[src/rtl/dffc_pkg.sv]
// Package for the flat-field correction block: payload types and constants.
// No dependencies; used by every module of the block.
package dffc_pkg;

  localparam int PixelW     = 16;
  localparam int MeanW      = 24;
  localparam int CalibW     = 16;
  localparam int CalibFrac  = 8;
  localparam int CfgDataW   = 24;
  localparam int CfgIndexW  = 3;
  localparam int QueueDepth = 4;
  localparam int DefPixelBits    = 16;
  localparam int DefMeanFracBits = 8;

  // Register indexes of the configuration port
  localparam logic [CfgIndexW-1:0] RegDarkEnable  = 3'd0;
  localparam logic [CfgIndexW-1:0] RegGainEnable  = 3'd1;
  localparam logic [CfgIndexW-1:0] RegDarkLoaded  = 3'd2;
  localparam logic [CfgIndexW-1:0] RegGainLoaded  = 3'd3;
  localparam logic [CfgIndexW-1:0] RegGainMean    = 3'd4;
  localparam logic [CfgIndexW-1:0] RegCalibFactor = 3'd5;
  localparam logic [CfgIndexW-1:0] RegClampEnable = 3'd6;
  localparam logic [CfgIndexW-1:0] RegClampValue  = 3'd7;

  typedef struct packed {
    logic [PixelW-1:0] raw_pixel;
    logic [PixelW-1:0] dark_pixel;
    logic [PixelW-1:0] gain_pixel;
    logic              frame_end;
  } in_item_t;

  typedef struct packed {
    logic [PixelW-1:0] corrected_pixel;
    logic              saturated;
    logic              frame_last;
  } out_item_t;

  // Configuration as seen by the front and back
  typedef struct packed {
    logic              dark_enable;
    logic              gain_enable;
    logic              dark_loaded;
    logic              gain_loaded;
    logic [MeanW-1:0]  gain_mean;
    logic [CalibW-1:0] calib_factor;
    logic              clamp_enable;
    logic [PixelW-1:0] clamp_value;
  } cfg_t;

endpackage

[src/rtl/detector_flat_field_correction_top.sv]
// Top level of the flat-field offset and gain correction block.
// Depends on dffc_pkg, dffc_front, dffc_queue and dffc_back.
//
// Usage:
//   Input channel in_valid / in_stall / in_item carries one raw pixel with its
//   dark and gain reference pixels; output channel out_valid / out_stall /
//   out_item returns one corrected pixel per item, in order.
//   Registers are written through cfg_we / cfg_index / cfg_data; the user must do so only while idle (not enforced).
// Throughput: one item per clock; the pixel pipeline advances every cycle
//   in which the output register is empty or being taken.
// Pipeline: front queue, mean product, divider load and PIXEL_BITS divider
//   stages of one quotient bit each, calibration product, output register.
// Reset: synchronous, clears the queue, all pipeline valid bits and the
//   registers to their defaults (calibration factor 1.0, clamp at 65535).
// Receiver stall: the pipeline holds; the four-entry queue fills and then
//   in_stall is raised until room frees up.
module detector_flat_field_correction_top #(
  parameter int PIXEL_BITS     = dffc_pkg::DefPixelBits,
  parameter int MEAN_FRAC_BITS = dffc_pkg::DefMeanFracBits
) (
  input  logic                                clk,
  input  logic                                rst,
  input  logic                                in_valid,
  output logic                                in_stall,
  input  dffc_pkg::in_item_t                  in_item,
  output logic                                out_valid,
  input  logic                                out_stall,
  output dffc_pkg::out_item_t                 out_item,
  input  logic                                cfg_we,
  input  logic [dffc_pkg::CfgIndexW-1:0]      cfg_index,
  input  logic [dffc_pkg::CfgDataW-1:0]       cfg_data
);

  localparam int EW = 2*PIXEL_BITS + 2;

  dffc_pkg::cfg_t cfg;

  // Configuration registers
  always_ff @(posedge clk) begin
    if (rst) begin
      cfg.dark_enable  <= 1'b0;
      cfg.gain_enable  <= 1'b0;
      cfg.dark_loaded  <= 1'b0;
      cfg.gain_loaded  <= 1'b0;
      cfg.gain_mean    <= '0;
      cfg.calib_factor <= dffc_pkg::CalibW'(256);
      cfg.clamp_enable <= 1'b0;
      cfg.clamp_value  <= '1;
    end else if (cfg_we) begin
      unique case (cfg_index)
        dffc_pkg::RegDarkEnable:  cfg.dark_enable  <= cfg_data[0];
        dffc_pkg::RegGainEnable:  cfg.gain_enable  <= cfg_data[0];
        dffc_pkg::RegDarkLoaded:  cfg.dark_loaded  <= cfg_data[0];
        dffc_pkg::RegGainLoaded:  cfg.gain_loaded  <= cfg_data[0];
        dffc_pkg::RegGainMean:    cfg.gain_mean    <= cfg_data[dffc_pkg::MeanW-1:0];
        dffc_pkg::RegCalibFactor: cfg.calib_factor <= cfg_data[dffc_pkg::CalibW-1:0];
        dffc_pkg::RegClampEnable: cfg.clamp_enable <= cfg_data[0];
        dffc_pkg::RegClampValue:  cfg.clamp_value  <= cfg_data[dffc_pkg::PixelW-1:0];
        default: ;
      endcase
    end
  end

  logic [EW-1:0] f_entry, q_data;
  logic          q_full, q_valid, q_pop, push;

  assign in_stall = q_full;
  assign push     = in_valid && !q_full;

  dffc_front #(.PIXEL_BITS(PIXEL_BITS)) u_front (
    .item  (in_item),
    .cfg   (cfg),
    .entry (f_entry)
  );

  dffc_queue #(.WIDTH(EW), .DEPTH(dffc_pkg::QueueDepth)) u_queue (
    .clk       (clk),
    .rst       (rst),
    .push      (push),
    .push_data (f_entry),
    .full      (q_full),
    .pop       (q_pop),
    .not_empty (q_valid),
    .pop_data  (q_data)
  );

  dffc_back #(.PIXEL_BITS(PIXEL_BITS), .MEAN_FRAC_BITS(MEAN_FRAC_BITS)) u_back (
    .clk       (clk),
    .rst       (rst),
    .cfg       (cfg),
    .q_valid   (q_valid),
    .q_data    (q_data),
    .q_pop     (q_pop),
    .out_valid (out_valid),
    .out_stall (out_stall),
    .out_item  (out_item)
  );

endmodule

[src/rtl/dffc_front.sv]
// Front of the flat-field correction: picks the mode and forms numerator and
// denominator of each item. Depends on dffc_pkg.
module dffc_front #(
  parameter int PIXEL_BITS = dffc_pkg::DefPixelBits
) (
  input  dffc_pkg::in_item_t        item,
  input  dffc_pkg::cfg_t            cfg,
  output logic [2*PIXEL_BITS+1:0]   entry
);

  logic [PIXEL_BITS-1:0] r, d, g, num, den, sub;
  logic                  div;

  assign r = item.raw_pixel[PIXEL_BITS-1:0];
  assign d = item.dark_pixel[PIXEL_BITS-1:0];
  assign g = item.gain_pixel[PIXEL_BITS-1:0];
  assign sub = (r > d) ? (r - d) : '0;

  // Classify by the enable modes
  always_comb begin
    div = 1'b0;
    num = r;
    den = g;
    if (cfg.dark_enable && !cfg.gain_enable) begin
      if (cfg.dark_loaded) num = sub;
    end else if (!cfg.dark_enable && cfg.gain_enable) begin
      if (cfg.gain_loaded && g != '0) div = 1'b1;
    end else if (cfg.dark_enable && cfg.gain_enable) begin
      if (cfg.dark_loaded && cfg.gain_loaded) begin
        if (g <= d) begin
          num = sub;
        end else if (r < d) begin
          num = '0;
        end else begin
          div = 1'b1;
          num = r - d;
          den = g - d;
        end
      end
    end
  end

  assign entry = {div, item.frame_end, num, den};

endmodule

[src/rtl/dffc_queue.sv]
// Short FIFO between front and back of the flat-field correction.
// Depends on dffc_pkg for its default depth.
module dffc_queue #(
  parameter int WIDTH = 34,
  parameter int DEPTH = dffc_pkg::QueueDepth
) (
  input  logic             clk,
  input  logic             rst,
  input  logic             push,
  input  logic [WIDTH-1:0] push_data,
  output logic             full,
  input  logic             pop,
  output logic             not_empty,
  output logic [WIDTH-1:0] pop_data
);

  localparam int AW = (DEPTH > 1) ? $clog2(DEPTH) : 1;

  logic [WIDTH-1:0] mem [DEPTH];
  logic [AW-1:0]    wr_ptr, rd_ptr;
  logic [AW:0]      count;

  assign full      = (count == (AW+1)'(DEPTH));
  assign not_empty = (count != '0);
  assign pop_data  = mem[rd_ptr];

  // Storage
  always_ff @(posedge clk) begin
    if (push) mem[wr_ptr] <= push_data;
  end

  // Pointers and fill count
  always_ff @(posedge clk) begin
    if (rst) begin
      wr_ptr <= '0;
      rd_ptr <= '0;
      count  <= '0;
    end else begin
      if (push) wr_ptr <= (wr_ptr == AW'(DEPTH-1)) ? '0 : wr_ptr + 1'b1;
      if (pop)  rd_ptr <= (rd_ptr == AW'(DEPTH-1)) ? '0 : rd_ptr + 1'b1;
      case ({push, pop})
        2'b10:   count <= count + 1'b1;
        2'b01:   count <= count - 1'b1;
        default: count <= count;
      endcase
    end
  end

endmodule

[src/rtl/dffc_back.sv]
// Back of the flat-field correction: mean product, pipelined restoring
// divider, calibration, saturation, clamp and output register.
// Depends on dffc_pkg.
module dffc_back #(
  parameter int PIXEL_BITS     = dffc_pkg::DefPixelBits,
  parameter int MEAN_FRAC_BITS = dffc_pkg::DefMeanFracBits
) (
  input  logic                      clk,
  input  logic                      rst,
  input  dffc_pkg::cfg_t            cfg,
  input  logic                      q_valid,
  input  logic [2*PIXEL_BITS+1:0]   q_data,
  output logic                      q_pop,
  output logic                      out_valid,
  input  logic                      out_stall,
  output dffc_pkg::out_item_t       out_item
);

  localparam int PB = PIXEL_BITS;
  localparam int PW = PB + dffc_pkg::MeanW;
  localparam int NW = PW - MEAN_FRAC_BITS;
  localparam int HW = NW - PB;
  localparam int CW = PB + dffc_pkg::CalibW - dffc_pkg::CalibFrac;

  logic adv;
  assign adv   = !out_valid || !out_stall;
  assign q_pop = adv && q_valid;

  // Unpack queue entry
  logic                  e_div, e_fe;
  logic [PB-1:0]         e_num, e_den;
  logic [PW-1:0]         e_prod;
  assign {e_div, e_fe, e_num, e_den} = q_data;
  assign e_prod = PW'(e_num) * PW'(cfg.gain_mean);

  // Stage A: product of numerator and mean, scaled down by the fraction bits
  logic          a_valid, a_div, a_fe;
  logic [NW-1:0] a_n;
  logic [PB-1:0] a_v, a_den;

  always_ff @(posedge clk) begin
    if (rst) a_valid <= 1'b0;
    else if (adv) a_valid <= q_valid;
    if (adv) begin
      a_div <= e_div;
      a_fe  <= e_fe;
      a_v   <= e_num;
      a_den <= e_den;
      a_n   <= e_prod[PW-1:MEAN_FRAC_BITS];
    end
  end

  // Divider stages; index 0 is loaded from stage A
  logic          dv_valid [PB+1];
  logic          dv_div   [PB+1];
  logic          dv_fe    [PB+1];
  logic          dv_sat   [PB+1];
  logic [PB-1:0] dv_v     [PB+1];
  logic [PB-1:0] dv_den   [PB+1];
  logic [PB-1:0] dv_rem   [PB+1];
  logic [PB-1:0] dv_sh    [PB+1];

  logic [PB-1:0] rem_next [PB];
  logic [PB-1:0] sh_next  [PB];

  // Quotient overflow: high part of the dividend not below the divisor
  logic a_over;
  localparam int XW = (HW > PB) ? HW : PB;
  assign a_over = XW'(a_n[NW-1:PB]) >= XW'(a_den);

  // One quotient bit per stage
  always_comb begin
    logic [PB:0] t;
    logic        ge;
    for (int i = 0; i < PB; i++) begin
      t  = {dv_rem[i], dv_sh[i][PB-1]};
      ge = t >= {1'b0, dv_den[i]};
      rem_next[i] = ge ? PB'(t - {1'b0, dv_den[i]}) : t[PB-1:0];
      sh_next[i]  = {dv_sh[i][PB-2:0], ge};
    end
  end

  always_ff @(posedge clk) begin
    if (rst) begin
      for (int i = 0; i <= PB; i++) dv_valid[i] <= 1'b0;
    end else if (adv) begin
      dv_valid[0] <= a_valid;
      for (int i = 0; i < PB; i++) dv_valid[i+1] <= dv_valid[i];
    end
    if (adv) begin
      dv_div[0] <= a_div;
      dv_fe[0]  <= a_fe;
      dv_sat[0] <= a_div && a_over;
      dv_v[0]   <= a_v;
      dv_den[0] <= a_den;
      dv_rem[0] <= a_over ? '0 : a_n[NW-1:PB];
      dv_sh[0]  <= a_n[PB-1:0];
      for (int i = 0; i < PB; i++) begin
        dv_div[i+1] <= dv_div[i];
        dv_fe[i+1]  <= dv_fe[i];
        dv_sat[i+1] <= dv_sat[i];
        dv_v[i+1]   <= dv_v[i];
        dv_den[i+1] <= dv_den[i];
        dv_rem[i+1] <= rem_next[i];
        dv_sh[i+1]  <= sh_next[i];
      end
    end
  end

  // Stage C: pick the value and form the calibration product
  logic [PB-1:0] c_sel;
  assign c_sel = !dv_div[PB] ? dv_v[PB] : (dv_sat[PB] ? '1 : dv_sh[PB]);

  logic                                 c_valid, c_fe, c_sat, c_cal;
  logic [PB-1:0]                        c_v;
  logic [PB+dffc_pkg::CalibW-1:0]       c_prod;

  always_ff @(posedge clk) begin
    if (rst) c_valid <= 1'b0;
    else if (adv) c_valid <= dv_valid[PB];
    if (adv) begin
      c_fe   <= dv_fe[PB];
      c_sat  <= dv_sat[PB];
      c_cal  <= cfg.gain_enable;
      c_v    <= c_sel;
      c_prod <= (PB+dffc_pkg::CalibW)'(c_sel) * (PB+dffc_pkg::CalibW)'(cfg.calib_factor);
    end
  end

  // Calibration saturation and clamp into the output register
  logic [CW-1:0] c_scaled;
  logic          c_over;
  logic [PB-1:0] c_fin;
  logic          c_satf;
  logic [PB-1:0] c_out;
  assign c_scaled = c_prod[PB+dffc_pkg::CalibW-1:dffc_pkg::CalibFrac];
  assign c_over   = c_scaled[CW-1:PB] != '0;
  assign c_fin    = c_cal ? (c_over ? '1 : c_scaled[PB-1:0]) : c_v;
  assign c_satf   = c_sat || (c_cal && c_over);
  assign c_out    = (cfg.clamp_enable && dffc_pkg::PixelW'(c_fin) >= cfg.clamp_value)
                    ? cfg.clamp_value[PB-1:0] : c_fin;

  always_ff @(posedge clk) begin
    if (rst) out_valid <= 1'b0;
    else if (adv) out_valid <= c_valid;
    if (adv) begin
      out_item.corrected_pixel <= dffc_pkg::PixelW'(c_out);
      out_item.saturated       <= c_satf;
      out_item.frame_last      <= c_fe;
    end
  end

endmodule

[config.mk]
export PLATFORM = sky130hd
export DESIGN_NAME = detector_flat_field_correction_top
export DESIGN_NICKNAME = d
export VERILOG_FILES = /design/src/rtl/dffc_pkg.sv /design/src/rtl/detector_flat_field_correction_top.sv /design/src/rtl/dffc_front.sv /design/src/rtl/dffc_queue.sv /design/src/rtl/dffc_back.sv
export SDC_FILE = /design/constraint.sdc
export NUM_CORES = 2
export LEC_CHECK = 0
export BUFFER_PORTS_ARGS = -buffer_cell sky130_fd_sc_hd__buf_2
export CELL_PAD_IN_SITES_DETAIL_PLACEMENT = 0
export CELL_PAD_IN_SITES_GLOBAL_PLACEMENT = 1
export CORE_ASPECT_RATIO = 2
export CORE_MARGIN = 5
export CORE_UTILIZATION = 53
export DETAILED_ROUTE_END_ITERATION = 7
export GPL_TIMING_DRIVEN = 0
export PLACE_DENSITY = 0.89
export SLEW_MARGIN = 10
export SYNTH_ARGS = -nofsm -noshare
export SYNTH_HDL_FRONTEND = slang
export SYNTH_SLANG_ARGS = --single-unit
[constraint.sdc]
create_clock -name clk -period 53 [get_ports clk]
set_input_delay 10.6 -clock clk [delete_from_list [all_inputs] [get_ports clk]]
set_output_delay 10.6 -clock clk [all_outputs]
set_load 0.02 [all_outputs]
==> reports/metrics.csv <==
stage,metric,value,unit
pwr,seq_power_share,0.388,
yosys,synth_cells,6925,
grt,grtUsageTotal,0.2476,
routing,drc,0,
final_layout,drive_gt1_frac,0.07489,
yosys,syn-num-nets,8058,
grt,grt_max_degree,70,
worst_setup_path,endpoint,u_queue.mem[2][20],
timing,drv_slew,0,
timing,clock_skew,0.09646,ns
die,io_pins,101,
worst_setup_path,cp_num_cells,16,
yosys,synth.area.top_cells,"edfxtp_1 (50%), fa_1 (12%), ha_1 (8.0%)",
worst_hold_path,hold_class,reg2reg,
yosys,avgSynthCellArea,12.11,µm²
grt,use_met1,0.2080,
grt,grt_use_met2,0.4997,
pwr,p_int,3.400,mW
worst_hold_path,min_from,u_back.dv_v[0][38],
timing,period_minus_slack,14.34,ns
die,die_width,291.3,µm
yosys,synthFlopType,edfxtp_1,
clock_tree,cts_tree,yes,
placed_design,place.gp.congestion,1.001,
yosys,synth_enable_flop_cells,1387,
run,cap_violations,0,
grt,grt_pass1_vias,57310,
clock_tree,cts.sinks,1460,
clock_tree,post_cts_buffers,0,
worst_setup_path,critPathLaunch,in_item[33],
die,core_area,157500,µm²
placed_design,dpl.cell_count,9130,
pwr,power,5.523,mW
worst_setup_path,r2r_setup_slack,43.48,ns
worst_setup_path,arrival,14.75,ns
clock_tree,post_cts_resized,0,
routing,postRouteWirelength,209200,µm
clock_tree,cts_buffers,121,
routing,drt_iter0_markers,3124,
clock_tree,cts-root-buf,clkbuf_16,
clock_tree,cts_max_level,3,
grt,overflow,0,
final_layout,fin_cells,9360,
worst_setup_path,critPathMaxStageDelay,0.62,ns
yosys,synth-seq-area-share,0.5140,
worst_setup_path,crit_path_top_delay_cell,o31a_1,
routing,vias,52990,
final_layout,syn_to_final_growth,9.406,%
die,die_height,572.6,µm
worst_setup_path,critPathMostFrequentCell,a21oi_1,
yosys,ys_seq_elements,1460,
pwr,p_per_area,60.19,nW/µm²
worst_setup_path,critPathLaunchType,input pin,
yosys,netlist_area,83870,µm²
timing,fin_crit_sh,0.2705,
yosys,async_flop_share,0,
final_layout,nNetsFinal,8306,
grt,grt-busiest-layer,met2,
worst_setup_path,rr_endpoint,u_back.a_n[30],
placed_design,post-place-ws,38.08,ns
clock_tree,clock_latency,0.79,ns
routing,dr.pass1.iters,5,
routing,routedWlPerCell,22.35,µm
timing,hold_viol,0,
die,floorplan.initialDensity,0.5326,
yosys,synth_top_area_cell,edfxtp_1,
timing,fmax,69.76,MHz
pwr,combinationalPowerShare,0.445,
final_layout,final_cell_mix,"edfxtp_1 (1387), inv_1 (1026), nand2_1 (707), ha_1 (536), fa_1 (516)",
timing,worst_slack,38.66,ns
worst_setup_path,crit_path_end_kind,flip-flop,
worst_setup_path,worstPathRequired,53.42,ns
placed_design,placed_cell_area,87630,µm²
worst_setup_path,cp_top_family,compound AO/OA/AOI/OAI gates,
worst_setup_path,crit_type,in2reg,
worst_setup_path,path_max_fanout,9,
worst_setup_path,reg2regPathDepth,24,
placed_design,io_buffer_count,98,
worst_setup_path,cp_num_buf_inv,4,
final_layout,fillers,12540,
timing,rsz0062_at_grt,false,
final_layout,postLayoutCellArea,91760,µm²
status,status,"finished, final reports clean",
yosys,yosys_warnings,0,
pwr,switching_power,2.123,mW
pwr,clock_power_share,0.167,
routing,via_per_inst,5.662,
pwr,irDropWorstVdd,0.04923,mV
yosys,ys_types,83,
routing,ant_nets,0,
yosys,synth_top_cell_area_share,0.4966,
placed_design,dp_hpwl,163900,µm
grt,antenna_found_initial,6,
die,die_area,166800,µm²
grt,grt_pass1_wl,314300,µm
clock_tree,ctsLongestPathBuffers,3,
die,std_cell_rows,206,
timing,worst_slew_pin_slew,1.190,ns
clock_tree,clk_pin_slew,0.07,ns
worst_hold_path,whs_path_depth,0,
grt,grtUsageMet3,0.03039,
pwr,switching_share,0.3844,
timing,tns,0,ns
timing,max_slew_margin,0.1980,
pwr,p_leak,39.15,nW
timing,setup_viol,0,
worst_setup_path,crit_chain,"buf_2, inv_1, ha_1, inv_1, fa_1, a21o_1, a21oi_1, o21bai_1, a21oi_1, o21bai_1, a21oi_1, o31a_1, nor2b_1, clkbuf_1, o21ai_1, o221a_2",
final_layout,final_common_cell,edfxtp_1,
clock_tree,ctsHoldBuffers,0,
synthesized netlist by cell type, drive strengths merged, types with 73 or more instances:
cell	count
a21oi	343
and2	286
clkbuf	174
dfxtp	73
edfxtp	1387
fa	516
ha	536
inv	1026
mux2	111
nand2	708
nand3	82
nor2	331
nor3	81
o21ai	181
xnor2	130
registers in the layout, indices dropped and copies added (netlist names), 18 cells and up, named ones only:
register	flops
cfg	61
u_back.out_item	18
u_back.c_prod	24
u_back.dv_v	272
u_back.dv_sh	272
u_back.dv_den	256
u_back.dv_rem	256
u_queue.mem	136
u_back.a_n	32
power groups by stage:
stage	registers [mW]	clock network, mW	logic, mW
finish	2.14	0.924	2.46
global route	2.19	0.989	2.69
CTS	2.15	0.944	2.45
detailed placement	2.16	0	2.43
global placement	2.13	0	2.35
floorplan	2.06	0	1.73
logic make-up after synthesis:
group	count (synthesis)	synth area share
DFF	1460	0.5140
xor gates and xnor gates	196	0.02047
and+or+nand+nor	1841	0.1055
adders and majority gates	1052	0.2031
buffers and inverters	1225	0.05524
muxes	163	0.02649
AOI/OAI and AO/OA	988	0.07513
final cells by class:
cell class | instances | area, µm² | share of cell area
Tap cell | 2080 | 2603 | 0.02836
Sequential cell | 1460 | 43110 | 0.4698
Multi-Input combinational cell | 4240 | 36140 | 0.3939
Timing Repair Buffer | 125 | 1142 | 0.01245
Antenna cell | 3 | 7.507 | 0.00008181
Inverter | 1026 | 3851 | 0.04197
Clock inverter | 94 | 1047 | 0.01141
Clock buffer | 133 | 3073 | 0.03349
Buffer | 199 | 782.0 | 0.008522
how the worst min path moves through the flow:
stage / to / slack, ns
5_1_grt: u_back.dv_v[0][54] / 0.32
2_1_floorplan: u_back.c_fe / 0.40
6_report: u_back.dv_v[0][54] / 0.33
3_3_place_gp: u_back.dv_sh[0][205] / 0.40
3_5_place_dp: u_back.dv_sh[0][105] / 0.40
4_1_cts: u_back.dv_v[0][54] / 0.32
through the flow:
step	hold WS [ns]	utilization
floorplan	0.4003	-
detailed placement	0.4045	0.5565
CTS	0.3195	0.5826
global placement	0.4001	0.5522
global route	0.3209	0.5827
finish	0.3331	0.5827
routing by layer:
| metal | wire length [µm] | part of all wire | vias up |
|---|---|---|---|
| met2 | 118800 | 0.57 | 1589 |
| li1 | - | - | 24290 |
| met5 | 8 | 0.000038 | - |
| met4 | 21700 | 0.10 | 2 |
| met1 | 60220 | 0.29 | 26380 |
| met3 | 8393 | 0.040 | 732 |
(Power assumes the default switching activity.)
